File: src/trajectory_state_sampler_macros.svh
// assertion helpers included by tss_back
`ifndef TRAJECTORY_STATE_SAMPLER_MACROS_SVH
`define TRAJECTORY_STATE_SAMPLER_MACROS_SVH

// implication checked on every rising clock edge outside reset
`define TSS_ASSERT_IMP(label, clk, rstn, ante, cons, msg) \
    label: assert property (@(posedge clk) disable iff (!rstn) (ante) |-> (cons)) \
        else $error(msg);

// next-cycle implication
`define TSS_ASSERT_NEXT(label, clk, rstn, ante, cons, msg) \
    label: assert property (@(posedge clk) disable iff (!rstn) (ante) |=> (cons)) \
        else $error(msg);

`endif

File: src/tss_pkg.sv
package tss_pkg;
    localparam int MaxPoints = 1024;
    localparam int AddrW     = $clog2(MaxPoints);
    localparam int CountW    = AddrW + 1;
    localparam int NVals     = 9;

    localparam logic KIND_LOAD  = 1'b0;
    localparam logic KIND_QUERY = 1'b1;

    localparam int ValsW = NVals * 32;

    typedef struct packed {
        logic              kind;
        logic              first_point;
        logic [31:0]       sample_time;
        logic [ValsW-1:0]  vals;
    } tss_item_t;
endpackage

File: src/tss_front.sv
// input stage: registers items into a two-entry queue
module tss_front
    import tss_pkg::*;
(
    input  logic      aclk,
    input  logic      aresetn,
    input  logic      in_valid,
    output logic      in_ready,
    input  tss_item_t in_item,
    output logic      q_valid,
    input  logic      q_ready,
    output tss_item_t q_item
);
    tss_item_t  slot_reg [2];
    logic [1:0] cnt_reg;
    logic       rd_reg;
    logic       wr_reg;
    logic       push;
    logic       pop;

    assign in_ready = (cnt_reg != 2'd2);
    assign q_valid  = (cnt_reg != 2'd0);
    assign q_item   = slot_reg[rd_reg];
    assign push     = in_valid && in_ready;
    assign pop      = q_valid && q_ready;

    always_ff @(posedge aclk) begin
        if (push) begin
            slot_reg[wr_reg] <= in_item;
        end
        if (!aresetn) begin
            cnt_reg <= 2'd0;
            rd_reg  <= 1'b0;
            wr_reg  <= 1'b0;
        end else begin
            if (push) wr_reg <= ~wr_reg;
            if (pop) rd_reg <= ~rd_reg;
            cnt_reg <= cnt_reg + {1'b0, push} - {1'b0, pop};
        end
    end
endmodule

File: config.mk
export PLATFORM = sky130hd
export DESIGN_NAME = tss_front
export DESIGN_NICKNAME = d
export VERILOG_FILES = /design/src/trajectory_state_sampler_macros.svh /design/src/tss_pkg.sv /design/src/tss_front.sv
export SDC_FILE = /design/constraint.sdc
export NUM_CORES = 1
export LEC_CHECK = 0
export ABC_AREA = 1
export CAP_MARGIN = 30
export CORE_AREA = 2 2 255 257
export DETAILED_ROUTE_END_ITERATION = 16
export DIE_AREA = 0 0 257 259
export DONT_BUFFER_PORTS = 1
export SYNTH_ARGS = -nofsm -noshare
export SYNTH_HDL_FRONTEND = slang
export SYNTH_SLANG_ARGS = --single-unit
File: constraint.sdc
create_clock -name aclk -period 29.5 [get_ports aclk]
set_input_delay 5.9 -clock aclk [delete_from_list [all_inputs] [get_ports aclk]]
set_output_delay 5.9 -clock aclk [all_outputs]
set_load 0.02 [all_outputs]
### Yosys cells after proc, flatten, opt, wreduce, memory -nomap -nowiden

Memory sizes are Yosys's and may differ from the RTL's. A register that Yosys moved wholly into a read port is not among the register bits.
Index checks and enable logic that the tools add are counted.

* reductions and logical operators: 3
* eq/ne operators: 1
* muxes and demuxes: 4
* $add $sub $neg: 2
* bitwise gates (word level): 2

Operators with widths (count)
* 1-bit 2-to-1 mux: 4
* 2-bit by 1-bit adder with 2-bit output: 1
* 1-bit logical AND: 2
* 2-bit inequality test, second input constant: 1
* 1-bit inverter: 2
* 2-bit nonzero test: 1
* 2-bit by 1-bit subtractor with 2-bit output: 1

* register bits: 4
* output and inout bits: 324
* memory bits (writable): 644
* memories kept: 1
* bits of input ports: 326
* word-level logic and storage cells: 16

Memory list
* slot_reg: words 2, bits a word 322, rd ports 1, clocked after memory_dff 1, wr ports 1, RTL line tss_front.sv:14 `tss_item_t slot_reg [2];`

### Logic depth before layout (Yosys ltp)

* depth in word-level cells: 4
* depth in mapped cells: 11
* gate-level depth less buffers: 11

### Least setup slack after synthesis

OpenSTA, ideal clock, no wires.

* path type: input-to-reg
* from: in in_valid
* to: mem slot_reg[0][0] (netlist bit) (enable)
* stages: 2
* buffers on the path: 0
* required time: 28.488 ns
* arrival: 19.306 ns
* setup slack: 9.182 ns
* library setup time: 1.012 ns
* cells stage by stage: nand2_1 > nor2_1

* cells in the longest elaborated chain, start to end: 3

Ends and longest elaborated chain
* start, declared: RTL line tss_front.sv:7 `input logic in_valid,`
* 1-bit logical AND: RTL line tss_front.sv:24 `assign push = in_valid && in_ready;`
* 1-bit 2-to-1 mux: RTL line tss_front.sv:28 `if (push) begin`
* 1-bit 2-to-1 mux (not written as such): RTL line tss_front.sv:29 `slot_reg[wr_reg] <= in_item;`
* end, declared: RTL line tss_front.sv:14

No other way between the ends.

==> insert_results.sql <==
INSERT INTO impl_metrics (metric_group, metric, value, unit) VALUES
('run_status', 'run_status', 'finished clean', ''),
('cts', 'clk-insertion-delay-late', '0.59', 'ns'),
('setup_path', 'crit_path_max_fanout', '159', ''),
('sta', 'setup-tns-final', '0', 'ns'),
('logic_synthesis', 'yosysTopAreaCell', 'sky130_fd_sc_hd__edfxtp_1', ''),
('global_route', 'grt.overflow.total', '0', ''),
('flow_run', 'max_cap_viol_count', '0', ''),
('finish', 'largest_register_ff_count', '644', ''),
('sta', 'report.final.hold_viol_count', '0', ''),
('logic_synthesis', 'syn_area', '0.02373', 'sq mm'),
('logic_synthesis', 'post_synthesis_sequential_area_ratio', '0.8192', ''),
('floorplan', 'start_util', '0.3714', ''),
('route', 'drt_first_pass_iters', '6', ''),
('global_route', 'grt_antenna_before_repair', '2', ''),
('power_and_ir_drop', 'power_per_cell_area', '94.65', 'mW/mm^2'),
('floorplan', 'die-area', '0.06656', 'sq mm'),
('finish', 'multi_input_comb_area', '0.003897', 'sq mm'),
('floorplan', 'row_count', '93', ''),
('finish', 'num-fill-cells', '5515', ''),
('placed_design', 'io_buffers', '0', ''),
('setup_path', 'arrival', '2.89', 'ns'),
('sta', 'worst-slew-pin-transition', '1.261', 'ns'),
('placed_design', 'dpl_cell_area', '0.02456', 'sq mm'),
('setup_path', 'timing_worst_setup_path_type', 'register to primary output', ''),
('global_route', 'grt_usage', '0.1404', ''),
('cts', 'cts_num_sinks', '649', ''),
('setup_path', 'kind_of_end_point_of_the_critical_path', 'primary output', ''),
('logic_synthesis', 'synth-async-reset-ratio', '0', ''),
('logic_synthesis', 'synth.net_count', '1366', ''),
('sta', 'post-route-period-util', '0.2981', ''),
('cts', 'cts.repair.resized', '0', ''),
('finish', 'final_nets', '1411', ''),
('cts', 'htree_levels', '3', ''),
('sta', 'timing.slew.headroom', '0.1595', ''),
('finish', 'antennaDiodeCount', '0', ''),
('route', 'dr_total_vias', '9621', ''),
('floorplan', 'io_pins', '650', ''),
('cts', 'cts_post_setup_buffers_inserted', '0', ''),
('cts', 'clock_transition_time_at_the_flip_flop_clock_pins_of_the_worst_setup_and_hold_paths', '0.06', 'ns'),
('route', 'drt_drc_violations_left', '0', ''),
('placed_design', 'hpwlAfterDp', '33810', 'um'),
('logic_synthesis', 'yosys_warnings', '0', ''),
('finish', 'area.sequential', '0.01944', 'sq mm'),
('route', 'drtIter0Drc', '508', ''),
('logic_synthesis', 'syn-instance-count', '1038', ''),
('sta', 'finalWorstPathRequiredPeriod', '8.794', 'ns'),
('sta', 'clock-skew-final', '0.01950', 'ns'),
('placed_design', 'placedCellCount', '1867', ''),
('route', 'ant_nets', '0', ''),
('logic_synthesis', 'yosys.cell_types.count', '13', ''),
('cts', 'buffer_depth_of_the_longest_clock_path', '3', ''),
('finish', 'layout-drive-gt1-share', '0.3652', ''),
('logic_synthesis', 'synth_seq_cells', '649', ''),
('setup_path', 'critical_path_required', '23.60', 'ns'),
('placed_design', 'routabilityCongestion', '0.7881', ''),
('global_route', 'grt_pass1_wl', '68480', 'um'),
('sta', 'unrepaired_setup_endpoints_after_global_routing', 'false', ''),
('route', 'post_drt_via_cell_ratio', '4.844', ''),
('route', 'route.detailed.wl_per_inst', '24.92', 'um'),
('logic_synthesis', 'avgSynthCellArea', '22.86', 'sq um'),
('logic_synthesis', 'synth-edff-count', '644', ''),
('floorplan', 'floorplan.die.height', '259', 'um'),
('sta', 'final_setup_violation_count', '0', ''),
('cts', 'cts-root-buf', 'sky130_fd_sc_hd__clkbuf_16', ''),
('sta', 'clock.fmax', '113.7', 'MHz'),
('logic_synthesis', 'synth.top_cell.area_share', '0.8150', ''),
('logic_synthesis', 'synth.cells.most_frequent', 'sky130_fd_sc_hd__edfxtp_1 (644), sky130_fd_sc_hd__mux2_2 (274), sky130_fd_sc_hd__mux2_4 (40)', ''),
('sta', 'slew_violations', '0', ''),
('global_route', 'grt_start_max_net_pins', '171', ''),
('power_and_ir_drop', 'cellLeakagePower', '8.540', 'nW'),
('logic_synthesis', 'cell_types_occupying_the_most_area_after_synthesis', 'sky130_fd_sc_hd__edfxtp_1 (81%), sky130_fd_sc_hd__mux2_2 (13%), sky130_fd_sc_hd__mux2_4 (2.5%)', '');
==> cell type report <==
cell class	instances	area share
Multi-Input combinational cell	346	0.1463
Clock inverter	26	0.007422
Timing Repair Buffer	12	0.006577
Inverter	7	0.001268
Sequential cell	649	0.7300
Tap cell	855	0.04017
Clock buffer	91	0.06826
==> per-layer routing <==
layer,track usage,vias to the layer above,share of wire
met5,0,-,0.00063
met2,0.2526,390,0.54
met4,0.05184,4,0.028
met1,0.1406,4933,0.34
li1,-,4207,-
met3,0.06649,87,0.098
==> worst paths after layout <==
kind,depth (start not counted),slack (ns),startpoint,endpoint
setup / recovery,2,20.71,register,q_item[178]
hold / removal,2,0.51,rd_reg,rd_reg
setup reg to reg,7,26.31,cnt_reg[0],slot_reg[0][133]
hold reg to reg,2,0.51,rd_reg,rd_reg
==> logic make-up (layout without fill, tap and decap cells) <==
| family | after synthesis | after routing | synth area share |
|---|---|---|---|
| AOI/OAI and AO/OA | 2 | 2 | 0.0004218 |
| buffers and inverters | 43 | 136 | 0.01687 |
| muxes | 322 | 322 | 0.1591 |
| and+or+nand+nor | 20 | 20 | 0.003322 |
| DFF | 649 | 649 | 0.8192 |
| adders and majority gates | 2 | 2 | 0.001054 |
==> worst max-delay path, cell delays in order (launching register included) <==
cell	delay, ns
sky130_fd_sc_hd__dfxtp_4	0.78
sky130_fd_sc_hd__buf_12	0.47
sky130_fd_sc_hd__mux2_2	0.53
==> report_power, final <==
part | internal [mW] | switching [mW] | total, mW
logic | 0.165 | 0.382 | 0.547
clock network | 0.437 | 0.335 | 0.773
registers | 1.17 | 0.0334 | 1.20
total | 1.77 | 0.751 | 2.52
==> per-stage QoR <==
step                      setup WS (ns)  utilization  hold WS [ns]  power, mW
final                             20.71       0.4169        0.5098      2.521
after global routing              20.59       0.4169        0.5745      2.615
after CTS                         20.69       0.4161        0.5146      2.554
after detailed placement          20.77       0.3845        0.5016      1.773
after global placement            20.48       0.3841        0.4883      1.764
after floorplan                   9.182            -        0.4675      1.739
==> layout by cell type (no fill, tap or decap) <==
master,instances
sky130_fd_sc_hd__a21oi_1,2
sky130_fd_sc_hd__buf_16,3
sky130_fd_sc_hd__edfxtp_1,644
sky130_fd_sc_hd__inv_1,6
sky130_fd_sc_hd__mux2_1,8
sky130_fd_sc_hd__nor2_4,1
sky130_fd_sc_hd__ha_1,2
sky130_fd_sc_hd__dfxtp_1,4
sky130_fd_sc_hd__clkbuf_16,68
sky130_fd_sc_hd__inv_16,3
sky130_fd_sc_hd__mux2_4,40
sky130_fd_sc_hd__inv_8,1
sky130_fd_sc_hd__clkinv_2,5
sky130_fd_sc_hd__nor2_1,7
sky130_fd_sc_hd__mux2_2,274
sky130_fd_sc_hd__clkinv_1,13
sky130_fd_sc_hd__nand2_1,9
sky130_fd_sc_hd__dfxtp_4,1
sky130_fd_sc_hd__nand3_1,3
sky130_fd_sc_hd__clkinvlp_4,1
sky130_fd_sc_hd__buf_12,2
sky130_fd_sc_hd__buf_4,7
sky130_fd_sc_hd__clkinv_16,1
sky130_fd_sc_hd__clkbuf_8,3
sky130_fd_sc_hd__clkbuf_1,20
sky130_fd_sc_hd__inv_6,3
Power figures use the tool's default switching activity.
